$ cat config.mk
export PLATFORM = sky130hd
export DESIGN_NAME = threshold_and_surface_label_unit
export DESIGN_NICKNAME = d
export VERILOG_FILES = /design/src/design/tsl_pkg.sv /design/src/design/tsl_front.sv /design/src/design/tsl_queue.sv /design/src/design/tsl_back.sv /design/src/design/threshold_and_surface_label_unit.sv
export SDC_FILE = /design/constraint.sdc
export NUM_CORES = 2
export LEC_CHECK = 0
export BUFFER_PORTS_ARGS = -buffer_cell sky130_fd_sc_hd__buf_2
export CORE_ASPECT_RATIO = 1.2
export CORE_MARGIN = 3
export CORE_UTILIZATION = 45
export DETAILED_ROUTE_END_ITERATION = 10
export MAX_ROUTING_LAYER = met4
export PLACE_DENSITY = 0.66
export SYNTH_ARGS = -nofsm -noshare
export SYNTH_HDL_FRONTEND = slang
export SYNTH_HIERARCHICAL = 1
export SYNTH_SLANG_ARGS = --single-unit
$ cat constraint.sdc
create_clock -name clk -period 16.4 [get_ports clk]
set_clock_uncertainty 0.2 [all_clocks]
set_input_delay 2.46 -clock clk [delete_from_list [all_inputs] [get_ports clk]]
set_output_delay 2.46 -clock clk [all_outputs]
set_load 0.01 [all_outputs]
$ cat src/design/tsl_pkg.sv
`timescale 1ns / 1ps

package tsl_pkg;

  // Line geometry
  localparam int MAX_COLS  = 1024;
  localparam int COL_W     = (MAX_COLS > 1) ? $clog2(MAX_COLS) : 1;
  localparam int LEN_RESET = (MAX_COLS < 1024) ? MAX_COLS : 1024;

  // Field and register widths
  localparam int SAMPLE_W    = 32;
  localparam int ROW_W       = 16;
  localparam int PIX_COL_W   = 10;
  localparam int LABEL_W     = 2;
  localparam int RL_W        = 11;
  localparam int CFG_W       = 32;
  localparam int CFG_IDX_W   = 2;
  localparam int ROWS_RESET  = 1024;
  localparam int OUT_DATA_W  = 32;

  // Queue between classifier and emitter
  localparam int QDEPTH = 4;
  localparam int QPTR_W = $clog2(QDEPTH);
  localparam int QCNT_W = $clog2(QDEPTH + 1);

  // Register indexes
  localparam logic [CFG_IDX_W-1:0] REG_THRESHOLD  = 2'd0;
  localparam logic [CFG_IDX_W-1:0] REG_ROW_LENGTH = 2'd1;
  localparam logic [CFG_IDX_W-1:0] REG_SLICE_ROWS = 2'd2;

  typedef enum logic [LABEL_W-1:0] {
    LABEL_BACKGROUND = 2'd0,
    LABEL_INTERIOR   = 2'd1,
    LABEL_SURFACE    = 2'd2
  } label_t;

  // One classified input: up to three labels, in release order
  //   slot 0: voxel one row up, slot 1: voxel to the left, slot 2: this voxel
  typedef struct packed {
    logic [ROW_W-1:0] row;
    logic [COL_W-1:0] col;
    logic [2:0]       mask;
    label_t           lab0;
    label_t           lab1;
    label_t           lab2;
  } job_t;

endpackage

$ cat src/design/tsl_front.sv
`timescale 1ns / 1ps

module tsl_front (
  input  logic                          clk,
  input  logic                          rst,
  input  logic                          cfg_we,
  input  logic [tsl_pkg::CFG_IDX_W-1:0] cfg_addr,
  input  logic [tsl_pkg::CFG_W-1:0]     cfg_wdata,
  input  logic                          in_valid,
  input  logic [tsl_pkg::SAMPLE_W-1:0]  in_sample,
  output logic                          in_ready,
  output logic                          job_push,
  output tsl_pkg::job_t                 job,
  input  logic                          job_room
);
  import tsl_pkg::*;

  logic [SAMPLE_W-1:0] threshold;
  logic [COL_W-1:0]    len_m1;
  logic [ROW_W-1:0]    rows_m1;
  logic [COL_W-1:0]    column_count;
  logic [ROW_W-1:0]    row_count;

  // Per column: {fg two rows up, fg one row up}
  logic [1:0]          mem [MAX_COLS];
  logic [1:0]          rd_a;
  logic [1:0]          rd_b;
  logic                up_left;
  logic                cur_left;
  logic                cur_left2;

  logic                accept;
  logic                geo_write;
  logic                fg;
  logic [COL_W-1:0]    col_next;
  logic [COL_W-1:0]    addr_b;
  logic [COL_W-1:0]    len_m1_next;
  logic [RL_W-1:0]     rl;
  logic [ROW_W-1:0]    sr;
  logic [1:0]          wr_data;
  logic                row_gt0;
  logic                last_row;
  logic                col_gt0;
  logic                col_gt1;
  logic                col_last;
  logic                up_c;
  logic                upup_c;
  logic                up_right;

  assign in_ready  = job_room;
  assign accept    = in_valid && job_room;
  assign geo_write = cfg_we && (cfg_addr == REG_ROW_LENGTH || cfg_addr == REG_SLICE_ROWS);
  assign fg        = $signed(in_sample) >= $signed(threshold);
  assign wr_data   = {rd_a[0], fg};

  assign rl = cfg_wdata[RL_W-1:0];
  assign sr = cfg_wdata[ROW_W-1:0];

  always_comb begin
    if (rl == '0) begin
      len_m1_next = '0;
    end else if (int'(rl) > MAX_COLS) begin
      len_m1_next = COL_W'(MAX_COLS - 1);
    end else begin
      len_m1_next = COL_W'(rl - RL_W'(1));
    end
  end

  assign row_gt0  = row_count != '0;
  assign last_row = row_count == rows_m1;
  assign col_gt0  = column_count != '0;
  assign col_gt1  = column_count > COL_W'(1);
  assign col_last = column_count == len_m1;

  // Column that the counters will hold after this edge
  always_comb begin
    if (geo_write) begin
      col_next = '0;
    end else if (accept) begin
      col_next = col_last ? '0 : column_count + COL_W'(1);
    end else begin
      col_next = column_count;
    end
  end

  assign addr_b = (col_next == COL_W'(MAX_COLS - 1)) ? '0 : col_next + COL_W'(1);

  // Prefetch this column and the one to its right; forward a same-edge write
  always_ff @(posedge clk) begin
    if (accept) begin
      mem[column_count] <= wr_data;
    end
    rd_a <= (accept && col_next == column_count) ? wr_data : mem[col_next];
    rd_b <= (accept && addr_b == column_count) ? wr_data : mem[addr_b];
  end

  always_ff @(posedge clk) begin
    if (rst) begin
      threshold    <= '0;
      len_m1       <= COL_W'(LEN_RESET - 1);
      rows_m1      <= ROW_W'(ROWS_RESET - 1);
      column_count <= '0;
      row_count    <= '0;
    end else begin
      if (cfg_we && cfg_addr == REG_THRESHOLD) begin
        threshold <= cfg_wdata[SAMPLE_W-1:0];
      end
      if (cfg_we && cfg_addr == REG_ROW_LENGTH) begin
        len_m1 <= len_m1_next;
      end
      if (cfg_we && cfg_addr == REG_SLICE_ROWS) begin
        rows_m1 <= (sr == '0) ? '0 : sr - ROW_W'(1);
      end
      if (geo_write) begin
        column_count <= '0;
        row_count    <= '0;
      end else if (accept) begin
        column_count <= col_next;
        if (col_last) begin
          row_count <= last_row ? '0 : row_count + ROW_W'(1);
        end
      end
    end
  end

  // Left-hand neighbors; stale at column zero, where they are never used
  always_ff @(posedge clk) begin
    if (accept) begin
      up_left   <= rd_a[0];
      cur_left  <= fg;
      cur_left2 <= cur_left;
    end
  end

  assign up_c     = rd_a[0];
  assign upup_c   = rd_a[1];
  assign up_right = rd_b[0];

  always_comb begin
    job      = '0;
    job.row  = row_count;
    job.col  = column_count;
    job.mask = {last_row && col_last, last_row && col_gt0, row_gt0};

    // Voxel one row up
    if (!up_c) begin
      job.lab0 = LABEL_BACKGROUND;
    end else if ((row_count > ROW_W'(1) && !upup_c) || !fg ||
                 (col_gt0 && !up_left) || (!col_last && !up_right)) begin
      job.lab0 = LABEL_SURFACE;
    end else begin
      job.lab0 = LABEL_INTERIOR;
    end

    // Voxel to the left on the last row
    if (!cur_left) begin
      job.lab1 = LABEL_BACKGROUND;
    end else if ((row_gt0 && !up_left) || (col_gt1 && !cur_left2) || !fg) begin
      job.lab1 = LABEL_SURFACE;
    end else begin
      job.lab1 = LABEL_INTERIOR;
    end

    // This voxel, last row and last column
    if (!fg) begin
      job.lab2 = LABEL_BACKGROUND;
    end else if ((row_gt0 && !up_c) || (col_gt0 && !cur_left)) begin
      job.lab2 = LABEL_SURFACE;
    end else begin
      job.lab2 = LABEL_INTERIOR;
    end
  end

  assign job_push = accept && (job.mask != '0);

endmodule

$ cat src/design/tsl_queue.sv
`timescale 1ns / 1ps

module tsl_queue (
  input  logic          clk,
  input  logic          rst,
  input  logic          push,
  input  tsl_pkg::job_t push_job,
  output logic          room,
  input  logic          pop,
  output tsl_pkg::job_t head,
  output logic          head_valid
);
  import tsl_pkg::*;

  job_t              slots [QDEPTH];
  logic [QPTR_W-1:0] wr_ptr;
  logic [QPTR_W-1:0] rd_ptr;
  logic [QCNT_W-1:0] count;

  assign room       = count != QCNT_W'(QDEPTH);
  assign head_valid = count != '0;
  assign head       = slots[rd_ptr];

  always_ff @(posedge clk) begin
    if (push) begin
      slots[wr_ptr] <= push_job;
    end
  end

  always_ff @(posedge clk) begin
    if (rst) begin
      wr_ptr <= '0;
      rd_ptr <= '0;
      count  <= '0;
    end else begin
      if (push) begin
        wr_ptr <= (wr_ptr == QPTR_W'(QDEPTH - 1)) ? '0 : wr_ptr + QPTR_W'(1);
      end
      if (pop) begin
        rd_ptr <= (rd_ptr == QPTR_W'(QDEPTH - 1)) ? '0 : rd_ptr + QPTR_W'(1);
      end
      case ({push, pop})
        2'b10:   count <= count + QCNT_W'(1);
        2'b01:   count <= count - QCNT_W'(1);
        default: count <= count;
      endcase
    end
  end

endmodule

$ cat src/design/tsl_back.sv
`timescale 1ns / 1ps

module tsl_back (
  input  logic                           clk,
  input  logic                           rst,
  input  tsl_pkg::job_t                  head,
  input  logic                           head_valid,
  output logic                           pop,
  output logic                           out_valid,
  input  logic                           out_ready,
  output logic [tsl_pkg::OUT_DATA_W-1:0] out_data,
  output logic                           out_last
);
  import tsl_pkg::*;

  logic [2:0]           done;
  logic [2:0]           pend;
  logic [2:0]           pick;
  logic [2:0]           rest;
  logic                 out_free;
  logic                 fire;
  label_t               sel_label;
  logic [ROW_W-1:0]     sel_row;
  logic [COL_W-1:0]     sel_col;
  logic [31:0]          col_wide;
  label_t               label;
  logic [ROW_W-1:0]     pixel_row;
  logic [PIX_COL_W-1:0] pixel_col;

  assign out_free = !out_valid || out_ready;
  assign pend     = head.mask & ~done;
  assign fire     = head_valid && out_free;

  always_comb begin
    if (pend[0]) begin
      pick      = 3'b001;
      sel_label = head.lab0;
      sel_row   = head.row - ROW_W'(1);
      sel_col   = head.col;
    end else if (pend[1]) begin
      pick      = 3'b010;
      sel_label = head.lab1;
      sel_row   = head.row;
      sel_col   = head.col - COL_W'(1);
    end else begin
      pick      = 3'b100;
      sel_label = head.lab2;
      sel_row   = head.row;
      sel_col   = head.col;
    end
  end

  assign rest     = pend & ~pick;
  assign pop      = fire && (rest == '0);
  assign col_wide = 32'(sel_col);

  always_ff @(posedge clk) begin
    if (rst) begin
      done      <= '0;
      out_valid <= 1'b0;
    end else begin
      if (fire) begin
        done      <= (rest == '0) ? '0 : (done | pick);
        out_valid <= 1'b1;
      end else if (out_ready) begin
        out_valid <= 1'b0;
      end
    end
  end

  always_ff @(posedge clk) begin
    if (fire) begin
      label     <= sel_label;
      pixel_row <= sel_row;
      pixel_col <= col_wide[PIX_COL_W-1:0];
      out_last  <= rest == '0;
    end
  end

  assign out_data = {(OUT_DATA_W - PIX_COL_W - ROW_W - LABEL_W)'(0), pixel_col, pixel_row, label};

endmodule

$ cat src/design/threshold_and_surface_label_unit.sv
`timescale 1ns / 1ps

// Channel   Dir  Handshake          Payload
// s_*       in   tvalid/tready      tdata[31:0] = sample
// m_*       out  tvalid/tready      tdata = label, pixel_row, pixel_col; tlast = run_last
// cfg_*     in   cfg_we             cfg_addr = register index, cfg_wdata = value
//
// One sample per clock is taken while the queue has room; the classifier labels it in the cycle of its transaction.
// Results leave one per clock from the output register while m_tready is high; on the last slice row an input
// may release up to three labels, and the four-entry job queue buffers the burst.
// Reset (rst, synchronous) clears counters, queue and output valid; no clearing pass.
// A full queue drops s_tready; a stalled m_* side holds its register and fills the queue.
// A label passes through the queue and the output register after the transaction of the
// sample that releases it, normally the sample one row below.
module threshold_and_surface_label_unit (
  input  logic                           clk,
  input  logic                           rst,
  input  logic                           cfg_we,
  input  logic [tsl_pkg::CFG_IDX_W-1:0]  cfg_addr,
  input  logic [tsl_pkg::CFG_W-1:0]      cfg_wdata,
  input  logic                           s_tvalid,
  output logic                           s_tready,
  input  logic [tsl_pkg::SAMPLE_W-1:0]   s_tdata,   // [31:0] sample
  output logic                           m_tvalid,
  input  logic                           m_tready,
  output logic [tsl_pkg::OUT_DATA_W-1:0] m_tdata,   // [1:0] label, [17:2] pixel_row,
                                                    // [27:18] pixel_col, [31:28] zero
  output logic                           m_tlast    // run_last
);
  import tsl_pkg::*;

  job_t job;
  job_t head;
  logic q_push;
  logic q_room;
  logic q_pop;
  logic q_valid;

  // Threshold, line buffer and neighborhood classification
  tsl_front u_front (
    .clk       (clk),
    .rst       (rst),
    .cfg_we    (cfg_we),
    .cfg_addr  (cfg_addr),
    .cfg_wdata (cfg_wdata),
    .in_valid  (s_tvalid),
    .in_sample (s_tdata),
    .in_ready  (s_tready),
    .job_push  (q_push),
    .job       (job),
    .job_room  (q_room)
  );

  // Decouple classification from emission
  tsl_queue u_queue (
    .clk        (clk),
    .rst        (rst),
    .push       (q_push),
    .push_job   (job),
    .room       (q_room),
    .pop        (q_pop),
    .head       (head),
    .head_valid (q_valid)
  );

  // Expand each job into its labels, in raster order
  tsl_back u_back (
    .clk        (clk),
    .rst        (rst),
    .head       (head),
    .head_valid (q_valid),
    .pop        (q_pop),
    .out_valid  (m_tvalid),
    .out_ready  (m_tready),
    .out_data   (m_tdata),
    .out_last   (m_tlast)
  );

`ifndef SYNTH
  a_label_code: assert property (@(posedge clk) disable iff (rst)
    m_tvalid |-> (m_tdata[1:0] != 2'd3))
    else $error("label code out of range");

  a_pop_nonempty: assert property (@(posedge clk) disable iff (rst)
    q_pop |-> q_valid)
    else $error("queue popped while empty");

  a_push_room: assert property (@(posedge clk) disable iff (rst)
    q_push |-> q_room)
    else $error("queue pushed while full");

  a_reset_idle: assert property (@(posedge clk)
    ($past(rst) && !rst) |-> !m_tvalid)
    else $error("output valid right after reset");
`endif

endmodule
==> impl_metrics.py <==
metrics = {
    "clock_network": {
        "post_cts_buffers": 0,
        "clockBufferDepth": 4,
        "cts.clk_slew.worst_paths_ns": 0.06,
        "cts_tree": "done",
        "hold_buffers": 0,
        "clock_latency_ns": 0.92,
        "htree_levels": 4,
        "clock-sinks": 2328,
        "cts-root-buf": "clkbuf_16",
        "cts.repair.resized": 0,
        "cts_buffers": 220,
    },
    "yosys": {
        "synthCells": 6895,
        "yosys.area.top_type": "edfxtp_1",
        "ys_seq_area_share_pct": 65.7,
        "synth.cell_area_um2": 105000,
        "synthArstFlopShare_pct": 0,
        "synthTopCellsByArea": "edfxtp_1 (64%), mux4_2 (15%), nor2_1 (4.2%)",
        "yosys.area.top_type_share_pct": 63.6,
        "ys_ff_latch": 2328,
        "synth_flop_cell": "edfxtp_1",
        "syn_area_per_cell_um2": 15.2,
        "synth-edff-count": 2220,
        "ys_warn_count": 6,
        "synth_cell_types": 102,
    },
    "sta": {
        "setup_viol": 0,
        "max_freq_mhz": 101,
        "relSlewSlack_pct": 0.681,
        "fin_setup_tns_ns": 0,
        "worst_slack_ns": 6.55,
        "finalCriticalPeriod_ns": 9.85,
        "report.final.hold_viol_count": 0,
        "worst_pin_slew_ns": 1.47,
        "rsz0062_at_grt": "no",
        "slew_viol_final": 0,
        "finalCritPeriodShare_pct": 60.1,
    },
    "worst_setup_path": {
        "cp-end-kind": "flip-flop",
        "cpPeakStageDelay_ns": 1.11,
        "start_kind": "primary input",
        "reg2reg_depth": 21,
        "worstPathMaxFanout": 45,
        "crit_family": "compound AO/OA/AOI/OAI gates",
        "cp.arrival_ns": 10.45,
        "cp_cell_sequence": "buf_2 > inv_1 > ha_1 > nand2_1 > o21a_1 > nand2_2 > buf_12 > inv_6 > ha_1 > inv_1 > a211o_1 > nand4bb_1 > o211ai_4 > buf_4 > buf_4 > nor2_1 > a311oi_1 > nor4_1 > a221oi_1 > or4_1 > a31oi_1 > o31a_1 > a32oi_1",
        "cp_num_cells": 23,
        "critPathSlowestCell": "o211ai_4",
        "worstPathRequired_ns": 17.00,
        "path_buf_inv": 7,
        "critPathKind": "in2reg",
    },
    "floorplan": {
        "initial_core_util_pct": 45.4,
        "die_y_um": 534,
        "die_w_um": 446,
        "die_area_um2": 239000,
        "design.core.area_um2": 231000,
        "num_rows": 193,
        "boundaryPins": 106,
    },
    "placement": {
        "gp_congestion": 0.944,
        "port_buffers": 101,
        "place_ws_ns": 6.05,
        "dp_cells": 9610,
        "post-dp-hpwl_um": 201000,
    },
    "pwr": {
        "switching_power_mw": 3.08,
        "p_int_mw": 9.94,
        "p_comb_share_pct": 9.4,
        "seqPwrFrac_pct": 51.7,
        "powerDensity_nw_per_um2": 113,
        "leakage_nw": 34.6,
        "worst_ir_drop_vdd_uv": 91.3,
        "p_clk_share_pct": 38.9,
        "switching_share_pct": 23.7,
    },
    "cells_and_area": {
        "fillers": 18927,
        "ff_latch_area_um2": 68800,
        "final_cell_mix": "edfxtp_1 (2,220), nor2_1 (1,163), mux4_2 (712)",
        "multi_input_area_um2": 33200,
        "layout-drive-gt1-share_pct": 20.0,
        "fin_nets": 6935,
        "final_cell_count_no_fill": 10038,
        "layout_commonest_cell": "edfxtp_1",
        "syn2layout_area_growth_pct": 9.95,
    },
    "drt": {
        "vias": 68153,
        "ant_nets": 0,
        "viasPerCell": 6.79,
        "finalWirelength_um": 348000,
        "drtIter0Drc": 10989,
        "dr.pass1.iters": 9,
        "post-route-drc-count": 0,
        "post_drt_wl_per_cell_um": 34.6,
    },
    "grt": {
        "grt_max_degree": 259,
        "grt_pass1_vias": 66270,
        "grt-ovfl-total": 0,
        "grt_pass1_wl_um": 492000,
        "grtUsageTotal_pct": 29.6,
        "grt_antenna_before_repair": 26,
    },
    "run_status": {
        "outcome": "complete, but fails checks",
        "violations": "max-capacitance violations",
    },
    "job": {
        "maxCapViolations": 1,
    },
    "hold_path": {
        "hold_path.class": "reg2reg",
        "min_path_cells": 2,
    },
}
[cells in the mapped netlist, drive strengths merged (26+ instances only)]
| master | number |
|---|---|
| nor4 | 38 |
| inv | 66 |
| a211oi | 27 |
| ha | 53 |
| edfxtp | 2220 |
| xnor2 | 40 |
| mux4 | 718 |
| and2 | 26 |
| mux2i | 45 |
| dfxtp | 108 |
| clkbuf | 319 |
| o21ai | 206 |
| nor3 | 73 |
| a22oi | 34 |
| o211ai | 26 |
| nand2 | 620 |
| a21oi | 174 |
| xor2 | 52 |
| nand4 | 36 |
| nand3 | 74 |
| buf | 261 |
| a221oi | 53 |
| nor2 | 1173 |
| a31oi | 71 |
| a311oi | 52 |
[area by class of cell]
type / count / area share (%)
clock buffers: 275 / 5.04
inverters: 67 / 0.226
flip-flops and latches: 2328 / 59.8
repair buffers: 270 / 1.73
clock inverters: 116 / 1.00
diodes: 37 / 0.0804
multi-input cells: 3923 / 28.9
well taps: 3022 / 3.28
[final timing paths]
| check | from | to | slack (ns) |
|---|---|---|---|
| worst max-delay path | cfg_addr[0] | u_front/rd_b[0] | 6.55 |
| worst min-delay path | u_front/threshold[4] | u_front/threshold[4] | 0.25 |
| worst max register to register | u_front/column_count[2] | u_front/rd_b[0] | 7.42 |
| worst min register to register | u_front/threshold[4] | u_front/threshold[4] | 0.25 |
[through the flow]
stage | power (mW) | utilization, % | instance area [µm²] | hold WS [ns]
floorplan | 7.76 | - | 105000 | 0.221
global placement | 8.03 | 46.8 | 108000 | 0.237
detailed placement | 8.05 | 46.8 | 108000 | 0.248
CTS | 13.0 | 49.8 | 115000 | 0.258
global route | 13.3 | 49.9 | 115000 | 0.274
finish | 13.0 | 49.9 | 115000 | 0.254
[kinds of logic after synthesis]
group                    after synthesis  synth area share (%)
other                                  1               0.00358
AO/OA/AOI/OAI                        844                  5.46
buffers and inverters                647                  2.77
XOR/XNOR                              92                 0.769
multiplexers                         774                  16.0
AND/OR/NAND/NOR                     2152                  8.60
adder cells (fa/ha/maj)               57                 0.681
flip-flops                          2328                  65.7
[worst min-delay path, delay by kind of cell, from the launching register on]
family	cells	cell delay, ns
AOI/OAI and AO/OA	1	0.05
and+or+nand+nor	1	0.05
DFF	1	0.31
[power by group through the flow]
stage               combinational, mW  sequential, mW  clock (mW)
floorplan                       0.737            7.03           0
global placement                 1.17            6.86           0
detailed placement               1.19            6.86           0
CTS                              1.19            6.73        5.10
global route                     1.26            6.73        5.32
finish                           1.22            6.74        5.06
[flip-flops by register name, summed over array words and instances, names as in the netlist, 16 cells and up, named ones only]
signal / cells
u_queue/slots: 140
u_front/rows_m1: 16
u_front/row_count: 16
u_back/pixel_row: 16
u_front/mem: 2048
u_front/threshold: 32
[per-layer routing]
| metal | part of all wire (%) | GRT usage (%) | vias up |
|---|---|---|---|
| met5 | 0 | - | - |
| met4 | 7.9 | 19.3 | 0 |
| met3 | 13 | 7.66 | 1369 |
| met2 | 46 | 44.2 | 5472 |
| met1 | 33 | 35.9 | 34558 |
| li1 | - | - | 26754 |
(Power assumes the default switching activity.)
